==> src/cca_pkg.sv <==
// ============================================================================
// cca_pkg: shared constants and types for the color centroid aim offset core
// Field widths, register indexes, reset values and default parameter values.
// ============================================================================
package cca_pkg;

    // Default sizing of the image the core can handle.
    localparam int DEF_MAX_WIDTH  = 4096;
    localparam int DEF_MAX_HEIGHT = 4096;

    // Depth of the queue between the pixel front end and the angle back end.
    localparam int QUEUE_DEPTH = 2;

    // Fixed field widths.
    localparam int CHAN_W      = 8;
    localparam int ANGLE_W     = 16;
    localparam int GAIN_W      = 15;
    localparam int FWIDTH_W    = 13;
    localparam int S_TDATA_W   = 40;
    localparam int M_TDATA_W   = 16;
    localparam int CFG_INDEX_W = 1;
    localparam int CFG_DATA_W  = 16;

    // Configuration register indexes.
    typedef enum logic [CFG_INDEX_W-1:0] {
        REG_FRAME_WIDTH     = 1'b0,
        REG_ANGLE_STEP_GAIN = 1'b1
    } cca_reg_t;

    // Register reset values.
    localparam logic [FWIDTH_W-1:0] FRAME_WIDTH_RST = 13'd640;
    localparam logic [GAIN_W-1:0]   GAIN_RST        = 15'd1608;

endpackage

==> src/cca_queue.sv <==
// ============================================================================
// cca_queue: short first-in first-out queue of frame records
// Decouples the pixel front end from the multi-cycle angle back end.
// ============================================================================
module cca_queue #(
    parameter int DATA_W = 8,
    parameter int DEPTH  = cca_pkg::QUEUE_DEPTH
) (
    input  logic              clk,
    input  logic              rst_n,
    input  logic              in_valid,
    output logic              in_ready,
    input  logic [DATA_W-1:0] in_data,
    output logic              out_valid,
    input  logic              out_ready,
    output logic [DATA_W-1:0] out_data
);
    import cca_pkg::*;

    localparam int PTR_W = (DEPTH > 1) ? $clog2(DEPTH) : 1;
    localparam int CNT_W = $clog2(DEPTH + 1);

    logic [DATA_W-1:0] mem_reg [DEPTH];
    logic [PTR_W-1:0]  wr_ptr_reg, rd_ptr_reg;
    logic [CNT_W-1:0]  count_reg;
    logic              push, pop;

    assign in_ready  = (count_reg != CNT_W'(DEPTH));
    assign out_valid = (count_reg != '0);
    assign out_data  = mem_reg[rd_ptr_reg];
    assign push      = in_valid && in_ready;
    assign pop       = out_valid && out_ready;

    always_ff @(posedge clk)
    begin
        if (push)
        begin
            mem_reg[wr_ptr_reg] <= in_data;
        end
    end

    always_ff @(posedge clk or negedge rst_n)
    begin
        if (!rst_n)
        begin
            wr_ptr_reg <= '0;
            rd_ptr_reg <= '0;
            count_reg  <= '0;
        end
        else
        begin
            if (push)
            begin
                wr_ptr_reg <= (wr_ptr_reg == PTR_W'(DEPTH - 1)) ? '0 : wr_ptr_reg + PTR_W'(1);
            end
            if (pop)
            begin
                rd_ptr_reg <= (rd_ptr_reg == PTR_W'(DEPTH - 1)) ? '0 : rd_ptr_reg + PTR_W'(1);
            end
            if (push && !pop)
            begin
                count_reg <= count_reg + CNT_W'(1);
            end
            else if (pop && !push)
            begin
                count_reg <= count_reg - CNT_W'(1);
            end
        end
    end

endmodule

==> config.mk <==
export PLATFORM = sky130hd
export DESIGN_NAME = cca_queue
export DESIGN_NICKNAME = d
export VERILOG_FILES = /design/src/cca_pkg.sv /design/src/cca_queue.sv
export SDC_FILE = /design/constraint.sdc
export NUM_CORES = 1
export LEC_CHECK = 0
export ABC_AREA = 1
export ABC_CLOCK_PERIOD_IN_PS = 1500
export BUFFER_PORTS_ARGS = -buffer_cell sky130_fd_sc_hd__buf_2
export CORE_MARGIN = 2
export CORE_UTILIZATION = 30
export DETAILED_ROUTE_END_ITERATION = 8
export PLACE_DENSITY = 0.6
export SYNTH_ARGS = -nofsm -noshare
export SYNTH_HDL_FRONTEND = slang
export SYNTH_SLANG_ARGS = --single-unit
==> constraint.sdc <==
create_clock -name clk -period 1.5 [get_ports clk]
set_input_delay 0.15 -clock clk [delete_from_list [all_inputs] [get_ports clk]]
set_output_delay 0.15 -clock clk [all_outputs]
set_load 0.05 [all_outputs]
* After elaboration in Yosys (flattened, before gate mapping) *
Memory sizes are Yosys's and may differ from the RTL's.
Cells that the tools add are included.

word-level totals
  memories kept = 1
  memory bits (writable) = 16
  output and inout bits = 10
  flip-flop bits (word level) = 4
  word-level logic and storage cells = 23

memory list
  memory   words  bits a word  read ports  clocked after Yosys merged registers in  write ports  line             source
  mem_reg  2      8            1           0                                        1            cca_queue.sv:23  logic [DATA_W-1:0] mem_reg [DEPTH];

cells by class
  reduce and logical (&&, ||, !) cells = 8
  multiplexer cells = 6
  add/sub/neg operators = 4
  eq/ne operators = 1

operators by type and width
  cell                                              number
  logical AND 1 bit                                 4
  two-way mux 1 bit                                 4
  two-way mux 2 bit                                 2
  nonzero test 2 bit                                2
  adder 1 bit, second input constant                2
  adder 2 x 1 -> 2 bit, second input constant       1
  logical NOT 1 bit                                 2
  != test 2 bit, second input constant              1
  subtractor 2 x 1 -> 2 bit, second input constant  1

* Logic depth before layout (Yosys ltp) *
  depth after elaboration = 6
  depth in mapped cells = 10

* Worst setup path before layout *
No wires, ideal clock.

  kind = reg-to-reg
  from = register count_reg[1]
  to = register count_reg[1]
  buffers on the path = 0
  period minus slack after synthesis = 1,434 ps
  arrival = 1,317 ps
  cell stages (with the launch flop) = 9
  library setup time = 117 ps
  setup slack = 66 ps
  cells stage by stage = dfrtp_1 inv_2 nand2_2 nand2_2 ha_1 inv_1 nand3_1 nand2_1 nand2_1

between the ends
  cells in the longest elaborated chain, start to end = 5

ends and longest elaborated chain
  item                                                     line             source
  start, declared                                          cca_queue.sv:25  logic [CNT_W-1:0] count_reg;
  start signal, assigned                                   cca_queue.sv:62  count_reg <= count_reg + CNT_W'(1);
  start signal, assigned                                   cca_queue.sv:66  count_reg <= count_reg - CNT_W'(1);
  nonzero test 2 bit *                                     cca_queue.sv:29  assign out_valid = (count_reg != '0);
  net out_valid                                            cca_queue.sv:14  output logic out_valid,
  logical AND 1 bit *                                      cca_queue.sv:32  assign pop = out_valid && out_ready;
  logical NOT 1 bit                                        cca_queue.sv:60  if (push && !pop)
  logical AND 1 bit                                        cca_queue.sv:60
  two-way mux 2 bit or nonzero test 2 bit (tied branches)  n/a

The timed path passes the listed nets; every way through them passes the cells marked *. The select of a mux whose other input is x is not followed.
A chain may end at the register's enable or synchronous reset.

* Final worst setup path *
  from = register rd_ptr_reg
  to = output out_data[6]

between the ends
  cells in the longest elaborated chain, start to end = 1

ends and longest elaborated chain
  item                    line             source
  start, declared         cca_queue.sv:24  logic [PTR_W-1:0] wr_ptr_reg, rd_ptr_reg;
  start signal, assigned  cca_queue.sv:58  rd_ptr_reg <= (rd_ptr_reg == PTR_W'(DEPTH - 1)) ? '0 : rd_ptr_reg + PTR_W'(1);
  memory (2 x 8 bit)      n/a
  end, declared           cca_queue.sv:16  output logic [DATA_W-1:0] out_data

No other way between the ends.

==> reports/summary.txt <==
Pre-Repair DR Iteration Count: 2
Cts bufs inserted: 3
Core Footprint: 2690 um2
Clock Skew: 0.0126 ns
Hold-critical path endpoint: mem_reg[1][2]$_DFFE_PP_
Max FFs per register: 16
Worst Setup End Kind: primary output
Routability Congestion: 0.776
Status: finished, final reports clean
Synth top area share: 58.1%
Gr usage total: 9.86%
CP startpoint kind: flop
Wire length on met1: 573 um
CTS Root Cell: clkbuf_4
CP arrival: 1.23 ns
R2R Path End: count_reg[1]$_DFFE_PN0P_
FF+latch count, synth: 20
Initial antenna violation count: 0
Syn Nets: 83
WS Path Type: flop to primary output
Die H: 56.5 um
Synth unique cells: 14
HPWL Detailed: 959 um
DR vias/cell: 4.24
CP cell instances: buf_4, nand2_1, nand2_1, buf_4
Post-DRT Antenna Nets: 0
Warning count from the yosys run: 0
Required @ worst endpoint: 1.35 ns
VDD IR max: 0.00110 V
RSZ-0062 raised after global routing: false
CTS H-tree lvls: 1
Vias in the first global route: 512
Max-slew violation count: 0
Initial core utilization: 30.8%
Largest net degree at the start of global routing: 12
Least-Margin Pin Slew: 0.251 ns
Crit share post-route: 92.3%
Metal2 WL: 654 um
Cell family with most CP delay: flip-flops
PD cells: 2290 nW/um2
Buf/Inv on CP: 2
Synthesis-to-finish area growth: 26.0%
Synthesized area per cell: 11.8 um2
Hold Path Class: primary input to flop
Die area: 3190 um2
R2R Setup Slk: 0.14 ns
Largest area contributor in the netlist: edfxtp_1
Die width: 56.5 um
Clk_lat worst skew: 0.30 ns
Commonest non-fill, non-tap cell in the layout: nand2_1
Commonest non-fill, non-tap cells in the layout: nand2_1 (30), edfxtp_1 (16), buf_2 (13), buf_4 (11), inv_1 (4)
Ports: 22
Avg WL per Cell: 10.2 um
Min-Delay Path Depth: 1
ANT cells: 0
Final Hold Viols: 0
Congestion Overflow GR: 0
CTS tree: done
Final WL: 1.32 mm
Largest stage delay, worst path: 0.48 ns
Final setup viols: 0
Minimum clock period: 1.38 ns
Met3 WL: 74 um
Cells after Synth: 70
HP Start: in_data[2]
Post-placement cell count: 124
Clock Sinks: 20
Register area share after synthesis: 70.2%
Post-route cell area: 1040 um2
Synth Cell Area: 827 um2
Worst R2R Start: count_reg[0]$_DFFE_PN0P_
# DRC: 0
R2r worst-path depth: 9
Fin Setup TNS: 0 ns
Fin cells: 129
Fin worst setup slack: 0.116 ns
Fmax: 723 MHz
Leakage: 0.000483 uW
First-pass GRT wire length: 2.32 mm
Max Buffers Root-to-Sink: 2
Final net count: 112
Hold WS: 0.0264 ns
Post-CTS Repair Setup Buffers: 0
Number of DRC markers in iteration 0: 3
Max_cap viols: 0
Worst-path clk slew: 0.11 ns
Vias after detailed routing: 547
Layout fillers: 276
Synth area leaders: edfxtp_1 (58%), nand2_1 (14%), dfrtp_1 (12%)
Rows: 19
Worst-path fanout max: 6
Worst slew margin: 83.4%
Layout cells sized above 1: 36.7%
Port Buffers: 21
CP max stage cell: dfrtp_2
Max Used Layer: met4
Cell Area, Placed: 982 um2
Pre-CTS setup slack: 0.141 ns
[metrics by stage]
| step | total power, uW | utilization, % |
|---|---|---|
| after global placement | 2060 | 36.6 |
| after floorplan | 1800 | - |
| final | 2390 | 38.8 |
| after detailed placement | 2080 | 36.6 |
| after global routing | 2570 | 38.8 |
| after CTS | 2410 | 38.7 |
[per-layer routing]
metal | up-vias | track usage [%]
li1 | 279 | -
met1 | 252 | 12.0
met2 | 14 | 15.6
met3 | 2 | 3.00
met4 | 0 | 5.10
met5 | - | 0
[area by class of cell]
| class | count | area [um2] | area share [%] |
|---|---|---|---|
| sequential | 20 | 582 | 55.8 |
| multi-input combinational | 42 | 209 | 20.0 |
| timing repair buffer | 25 | 158 | 15.1 |
| tap | 31 | 38.8 | 3.72 |
| inverter | 7 | 28.8 | 2.76 |
| clock buffer | 3 | 22.5 | 2.16 |
| clock inverter | 1 | 3.75 | 0.360 |
[worst max-delay path by stage]
stage                              from                        to  slack (ns)  cells after the start
2_1_floorplan  count_reg[1]$_DFFE_PN0P_  count_reg[1]$_DFFE_PN0P_        0.07                      8
3_3_place_gp   count_reg[0]$_DFFE_PN0P_  count_reg[1]$_DFFE_PN0P_        0.19                      9
3_5_place_dp   count_reg[0]$_DFFE_PN0P_  count_reg[1]$_DFFE_PN0P_        0.14                      9
4_1_cts          rd_ptr_reg$_DFFE_PN0P_               out_data[6]        0.03                      4
5_1_grt          rd_ptr_reg$_DFFE_PN0P_               out_data[1]        0.01                      4
6_report         rd_ptr_reg$_DFFE_PN0P_               out_data[6]        0.12                      4
[cells in the mapped netlist]
library cell,count
buf_6,1
dfrtp_1,4
edfxtp_1,16
ha_1,1
inv_1,4
inv_2,3
nand2_1,30
nand2_2,2
nand2_4,2
nand3_1,2
nand4_1,1
nor2_1,2
xnor2_1,1
xor2_2,1
[logic make-up after synthesis]
kind of cell / count (synthesis) / share of synthesized area [%]
xor+xnor: 2 / 3.03
flops: 20 / 70.2
simple gates: 39 / 20.7
fa+ha+maj: 1 / 1.51
buf+inv: 8 / 4.54
[power breakdown]
group	switching, uW	total [uW]	internal, uW
combinational	888	1260	376
sequential	92.4	868	775
clock	157	254	97.0
total	1140	2390	1250
[what timing repair did]
action                                  4_1_cts  5_1_grt
endpoints found under the hold margin         4        0
resized for setup                             8        2
hold buffers                                  1        0
endpoints found under the setup margin        8        8
Power figures use the tool's default switching activity.
