--- src/cca_pkg.sv ---
// ============================================================================
// cca_pkg: shared constants and types for the color centroid aim offset core
// Field widths, register indexes, reset values and default parameter values.
// ============================================================================
package cca_pkg;

    // Default sizing of the image the core can handle.
    localparam int DEF_MAX_WIDTH  = 4096;
    localparam int DEF_MAX_HEIGHT = 4096;

    // Depth of the queue between the pixel front end and the angle back end.
    localparam int QUEUE_DEPTH = 2;

    // Fixed field widths.
    localparam int CHAN_W      = 8;
    localparam int ANGLE_W     = 16;
    localparam int GAIN_W      = 15;
    localparam int FWIDTH_W    = 13;
    localparam int S_TDATA_W   = 40;
    localparam int M_TDATA_W   = 16;
    localparam int CFG_INDEX_W = 1;
    localparam int CFG_DATA_W  = 16;

    // Configuration register indexes.
    typedef enum logic [CFG_INDEX_W-1:0] {
        REG_FRAME_WIDTH     = 1'b0,
        REG_ANGLE_STEP_GAIN = 1'b1
    } cca_reg_t;

    // Register reset values.
    localparam logic [FWIDTH_W-1:0] FRAME_WIDTH_RST = 13'd640;
    localparam logic [GAIN_W-1:0]   GAIN_RST        = 15'd1608;

endpackage

--- src/cca_front.sv ---
// ============================================================================
// cca_front: pixel classifier and centroid accumulator
// Holds the configuration registers, tracks the column, sums target columns
// and counts target pixels; hands one frame record on at each frame end.
// ============================================================================
module cca_front #(
    parameter int MAX_WIDTH  = cca_pkg::DEF_MAX_WIDTH,
    parameter int MAX_HEIGHT = cca_pkg::DEF_MAX_HEIGHT,
    parameter int COL_W      = $clog2(MAX_WIDTH),
    parameter int WID_W      = $clog2(MAX_WIDTH + 1),
    parameter int CNT_W      = $clog2(MAX_WIDTH * MAX_HEIGHT + 1),
    parameter int SUM_W      = CNT_W + COL_W
) (
    input  logic                               clk,
    input  logic                               rst_n,
    // Pixel stream.
    input  logic                               s_tvalid,
    output logic                               s_tready,
    // Fields from bit 0 up: chan_zero, chan_one, chan_two, present_aim.
    input  logic [cca_pkg::S_TDATA_W-1:0]      s_tdata,
    input  logic                               s_tlast,
    // Configuration writes.
    input  logic                               cfg_valid,
    output logic                               cfg_ready,
    input  logic [cca_pkg::CFG_INDEX_W-1:0]    cfg_index,
    input  logic [cca_pkg::CFG_DATA_W-1:0]     cfg_data,
    // Frame record toward the queue.
    output logic                               frm_valid,
    input  logic                               frm_ready,
    output logic [CNT_W-1:0]                   frm_count,
    output logic [SUM_W-1:0]                   frm_sum,
    output logic [WID_W-1:0]                   frm_width,
    output logic [cca_pkg::GAIN_W-1:0]         frm_gain,
    output logic [cca_pkg::ANGLE_W-1:0]        frm_angle
);
    import cca_pkg::*;

    localparam logic [CNT_W-1:0]    HIT_CAP   = CNT_W'(MAX_WIDTH * MAX_HEIGHT);
    localparam logic [FWIDTH_W-1:0] WIDTH_MAX = FWIDTH_W'(MAX_WIDTH);

    logic [FWIDTH_W-1:0] frame_width_reg;
    logic [GAIN_W-1:0]   gain_reg;
    logic [COL_W-1:0]    col_reg, col_next;
    logic [SUM_W-1:0]    sum_reg, sum_next;
    logic [CNT_W-1:0]    cnt_reg, cnt_next;

    logic [CHAN_W-1:0]   c0, c1, c2;
    logic [FWIDTH_W-1:0] w_eff;
    logic [COL_W:0]      col_inc;
    logic                hit;
    logic                take;

    assign c0 = s_tdata[CHAN_W-1:0];
    assign c1 = s_tdata[2*CHAN_W-1:CHAN_W];
    assign c2 = s_tdata[3*CHAN_W-1:2*CHAN_W];

    assign cfg_ready = 1'b1;
    assign s_tready  = frm_ready;
    assign take      = s_tvalid && frm_ready;

    // A width of zero acts as one; anything above the maximum is clamped.
    always_comb
    begin
        if (frame_width_reg == '0)
        begin
            w_eff = FWIDTH_W'(1);
        end
        else if (frame_width_reg > WIDTH_MAX)
        begin
            w_eff = WIDTH_MAX;
        end
        else
        begin
            w_eff = frame_width_reg;
        end
    end

    assign hit     = (c2 > c1) && (c2 > c0) && (cnt_reg < HIT_CAP);
    assign col_inc = {1'b0, col_reg} + (COL_W+1)'(1);

    always_comb
    begin
        sum_next = sum_reg;
        cnt_next = cnt_reg;
        if (hit)
        begin
            sum_next = sum_reg + SUM_W'(col_reg);
            cnt_next = cnt_reg + CNT_W'(1);
        end
        if (FWIDTH_W'(col_inc) >= w_eff)
        begin
            col_next = '0;
        end
        else
        begin
            col_next = col_inc[COL_W-1:0];
        end
    end

    assign frm_valid = s_tvalid && s_tlast;
    assign frm_count = cnt_next;
    assign frm_sum   = sum_next;
    assign frm_width = w_eff[WID_W-1:0];
    assign frm_gain  = gain_reg;
    assign frm_angle = s_tdata[3*CHAN_W+ANGLE_W-1:3*CHAN_W];

    always_ff @(posedge clk or negedge rst_n)
    begin
        if (!rst_n)
        begin
            frame_width_reg <= FRAME_WIDTH_RST;
            gain_reg        <= GAIN_RST;
        end
        else if (cfg_valid)
        begin
            if (cfg_index == REG_FRAME_WIDTH)
            begin
                frame_width_reg <= cfg_data[FWIDTH_W-1:0];
            end
            else if (cfg_index == REG_ANGLE_STEP_GAIN)
            begin
                gain_reg <= cfg_data[GAIN_W-1:0];
            end
        end
    end

    always_ff @(posedge clk or negedge rst_n)
    begin
        if (!rst_n)
        begin
            col_reg <= '0;
            sum_reg <= '0;
            cnt_reg <= '0;
        end
        else if (take)
        begin
            if (s_tlast)
            begin
                col_reg <= '0;
                sum_reg <= '0;
                cnt_reg <= '0;
            end
            else
            begin
                col_reg <= col_next;
                sum_reg <= sum_next;
                cnt_reg <= cnt_next;
            end
        end
    end

endmodule

--- config.mk ---
export PLATFORM = sky130hd
export DESIGN_NAME = cca_front
export DESIGN_NICKNAME = d
export VERILOG_FILES = /design/src/cca_pkg.sv /design/src/cca_front.sv
export SDC_FILE = /design/constraint.sdc
export NUM_CORES = 1
export LEC_CHECK = 0
export BUFFER_PORTS_ARGS = -buffer_cell sky130_fd_sc_hd__clkbuf_2
export CAP_MARGIN = 0
export CORE_UTILIZATION = 35
export CTS_CLUSTER_DIAMETER = 50
export DETAILED_ROUTE_END_ITERATION = 6
export HOLD_SLACK_MARGIN = 0.15
export PLACE_DENSITY_LB_ADDON = 0.15
export SYNTH_ARGS = -nofsm -noshare
export SYNTH_HDL_FRONTEND = slang
export SYNTH_SLANG_ARGS = --single-unit
export TNS_END_PERCENT = 20
--- constraint.sdc ---
create_clock -name clk -period 7.42 [get_ports clk]
set_input_delay 2.226 -clock clk [delete_from_list [all_inputs] [get_ports clk]]
set_output_delay 2.226 -clock clk [all_outputs]
set_load 0.02 [all_outputs]
Word-level counts from Yosys, hierarchy flattened

Index checks and enable logic that the tools add are counted.

Bitwise gates (word level): 1
Mux-type cells: 8
Add/subtract/negate cells: 3
Reductions and logical operators: 7
Magnitude comparators: 5

Operators with widths:

| cell                                                            | count |
|---|---|
| 37-bit 2-to-1 mux                                               | 2 |
| 25-bit 2-to-1 mux                                               | 2 |
| 37-bit by 12-bit adder with 37-bit output                       | 1 |
| 13-bit 2-to-1 mux                                               | 2 |
| 25-bit by 1-bit adder with 25-bit output, second input constant | 1 |
| 25-bit less-than comparator, second input constant              | 1 |
| 12-bit 2-to-1 mux                                               | 2 |
| 8-bit greater-than comparator                                   | 2 |
| 12-bit by 1-bit adder with 13-bit output, second input constant | 1 |
| 13-bit greater-or-equal comparator                              | 1 |
| 13-bit greater-than comparator, second input constant           | 1 |
| 13-bit logical NOT                                              | 1 |
| 1-bit logical AND                                               | 4 |
| 2-bit AND reduction                                             | 2 |
| 1-bit NOT                                                       | 1 |

Word-level logic and storage cells: 29
Input bits: 63
Register bits after elaboration: 102

Longest topological paths before layout

Word-level depth: 6
Gate-level depth with buffers: 14

Worst setup path before layout

OpenSTA, ideal clock, no wires.

Kind: input-to-output
Start: input s_tdata[15] in the netlist's numbering
End: output frm_sum[17]
Slack: 877 ps
Path buffers: 2
Arrival: 4317 ps
Stages on the path: 10
Required time: 5194 ps
Cell sequence: inv_1 > ha_1 > o21ai_0 > o211ai_1 > o311ai_4 > a211oi_4 > buf_2 > buf_2 > nand4_1 > xnor2_1

Cells in the longest elaborated chain, start to end: 4

RTL lines:

| what                           | RTL line        | source |
|---|---|---|
| from (decl)                    | cca_front.sv:20 | `input logic [cca_pkg::S_TDATA_W-1:0] s_tdata,` |
| 8-bit greater-than comparator  | cca_front.sv:78 | `assign hit = (c2 > c1) && (c2 > c0) && (cnt_reg < HIT_CAP);` |
| 1-bit logical AND (2 in a row) | cca_front.sv:78 |  |
| 37-bit 2-to-1 mux              | cca_front.sv:85 | `if (hit)` |
| to (decl)                      | cca_front.sv:31 | `output logic [SUM_W-1:0] frm_sum,` |

No other way between the ends.

Worst setup path in the final report

Start: input s_tdata[13] in the netlist's numbering
End: output frm_sum[35]

Same word-level chain as after synthesis.

==> reports/qor.csv <==
metric;value;unit
track_usage;0.191;
hpwlAfterDp;15400;um
critPathKind;primary input to output port;
cts.sinks;102;
max_freq;146;MHz
layout.nets;1123;
grt_pass1_vias;6865;
yosys.area.top_type;dfrtp_1;
drv_cap;0;
worstPathMaxFanout;54;
root_buffer;clkbuf_16;
start_util;0.361;
worst-endpoint-arrival;4.64;ns
finalCriticalPeriod;6.87;ns
cts.clk_slew.worst_paths;0.08;ns
final_core_util;0.411;
core;22100;um^2
cts_tree;yes;
dieArea;23400;um^2
vias;7289;
worstSetupEndpointType;output port;
synth-edff-count;0;
grt.overflow.total;0;
critPathSlowestCell;o311ai_4;
hold_buffers;0;
fin_tns_setup;0;ns
wl;22000;um
path_common_cell;clkbuf_2;
grt_max_degree;55;
clockBufferDepth;2;
leakagePower;0.00419;uW
drt_iter0_drc;439;
wl_met2;10300;um
viasPerCell;5.60;
ys.flop_type;dfrtp_1;
reg2regPathDepth;14;
r2r-start;col_reg[0];
row_count;54;
netlist.area_leader.share;0.302;
fp.dieH;153;um
cts_setup_buffers;0;
crit_buf_inv;4;
antenna_found_initial;0;
ant_nets;0;
wire_per_inst;16.9;um
worst_pin_slew;0.955;ns
whs;0.508;ns
avgSynthCellArea;8.59;um^2
vdd_drop_max;0.117;mV
rrSetupSlack;3.77;ns
status;completed;
max_slew_margin;0.362;
cts_made_buffers;9;
drive_gt1_frac;0.214;
reg2reg_to;col_reg[7];
powerDensity;206;nW/um^2
finalMaxSlewViolations;0;
post-route-period-util;0.926;
yosysWarnings;0;
gp_congestion;0.785;
clk_latency;0.36;ns
setup_viol;0;
htree_levels;3;
dr_wl_met3;898;um
final_hold_viol_count;0;
critPathLaunch;s_tdata[13];
drc;0;
largest_reg_flops;37;
worstPathCellList;clkbuf_2, inv_1, ha_1, a211oi_1, o21ai_1, o311ai_4, a211oi_4, buf_12, and4_2, xnor2_1, clkbuf_2;
grt_pass1_wl;36100;um
cp.depth;11;
met1_length;10600;um
synth.area.top_cells;dfrtp_1 (30%), ha_1 (6.8%), nand2_1 (5.8%), xnor2_1 (5.6%), mux2_2 (3.8%);
hold_class;register to register;
path_delay_family;compound AO/OA/AOI/OAI gates;
fp.dieW;153;um
clock_skew;0.0109;ns
required;5.19;ns
ys_ff_latch;102;
rsz0062_at_grt;no;
cts_resized;0;
synth_cell_types;68;
synthArstFlopShare;1.00;
first_pass_iters;7;
synth_nets;1034;
syn_area;7970;um^2
syn2layout_area_growth;14.0;%
io_buffers;137;
startpoint_type;primary input;
hold_path_depth;1;
seq_area_frac_synth;0.321;
crit_end;frm_sum[35];
antenna_cells;0;
ioPinCount;172;
syn_inst;927;
max_stage_delay;0.45;ns
maxUsedRoutingLayer;met4;
==> power breakdown <==
part | internal, uW | switching [uW]
clock | 243 | 246
combinational | 249 | 417
sequential | 631 | 86.5
total | 1120 | 749
==> cells in the mapped netlist (10+ instances only) <==
master,instances
and3_1,24
o21ai_0,32
o311ai_0,14
nand4_1,24
a21oi_1,18
xor2_1,16
nand2_1,124
clkbuf_1,39
ha_1,43
nor2_1,36
xnor2_1,51
inv_1,53
buf_2,18
o211ai_1,19
buf_4,18
nor2b_1,11
dfrtp_1,96
mux2_2,27
nor4_1,10
nor3_1,49
a221o_1,23
nand3_1,43
==> cell type report <==
cell class / count / area (um^2)
Clock inverter: 6 / 50.0
Multi-Input combinational cell: 696 / 4840
Timing Repair Buffer: 154 / 841
Tap cell: 280 / 350
Fill cell: 2254 / 13000
Clock buffer: 10 / 239
Sequential cell: 102 / 2560
Inverter: 53 / 199
==> how the worst min path moves through the flow <==
stage                                   from                 end  slack [ns]
after floorplan           frame_width_reg[0]  frame_width_reg[0]        0.48
after global placement           frm_gain[8]         frm_gain[8]        0.49
after detailed placement         frm_gain[0]         frm_gain[0]        0.49
after CTS                        frm_gain[0]         frm_gain[0]        0.51
after global routing             frm_gain[1]         frm_gain[1]        0.52
final                            frm_gain[0]         frm_gain[0]        0.51
==> layout by cell type, fill, tap and decap left out, types with 10 or more instances in the layout <==
cell / synthesis / final
xor2_1: 16 / 16
a21oi_1: 18 / 18
o211ai_1: 19 / 19
nor3_1: 49 / 49
nor2b_1: 11 / 11
o21ai_0: 32 / 32
inv_1: 53 / 53
xnor2_1: 51 / 51
mux2_2: 27 / 27
ha_1: 43 / 43
nand2_1: 124 / 123
dfrtp_1: 96 / 96
and3_1: 24 / 24
nor4_1: 10 / 10
a221o_1: 23 / 23
buf_4: 18 / 16
clkbuf_2: 0 / 136
nand4_1: 24 / 24
o311ai_0: 14 / 14
nand3_1: 43 / 43
nor2_1: 36 / 36
==> stage by stage <==
stage	cells	total power [uW]	setup WS (ns)	cell area (um^2)
final	1301	1870	0.552	9080
after detailed placement	1285	1400	0.550	8790
after global placement	1285	1390	0.531	8790
after CTS	1301	1900	0.550	9080
after floorplan	927	1190	0.877	7970
after global routing	1301	2000	0.380	9080
==> cell families after synthesis <==
logic type | count (synthesis) | synth area share
buffers and inverters | 129 | 0.0721
AO/OA/AOI/OAI | 194 | 0.192
XOR/XNOR | 67 | 0.0737
flip-flops | 102 | 0.321
adder cells (fa/ha/maj) | 44 | 0.0701
multiplexers | 33 | 0.0457
other | 1 | 0.000471
AND/OR/NAND/NOR | 357 | 0.225
==> worst register-to-register path: stages (launching register included) <==
cell	delay [ns]
dfrtp_1	0.50
ha_1	0.23
and3_1	0.19
nand3_1	0.20
nor2_1	0.32
nand3_1	0.14
xnor2_1	0.24
ha_1	0.30
a21o_1	0.18
a21oi_1	0.14
nor2b_1	0.06
a2111oi_1	0.26
buf_4	0.25
o21ai_0	0.29
o221ai_1	0.28
==> per-layer routing <==
layer / vias up / GRT usage
li1: 3579 / -
met1: 3534 / 0.262
met2: 160 / 0.317
met3: 16 / 0.0275
met4: 0 / 0.0462
met5: - / 0
(Power assumes the default switching activity.)
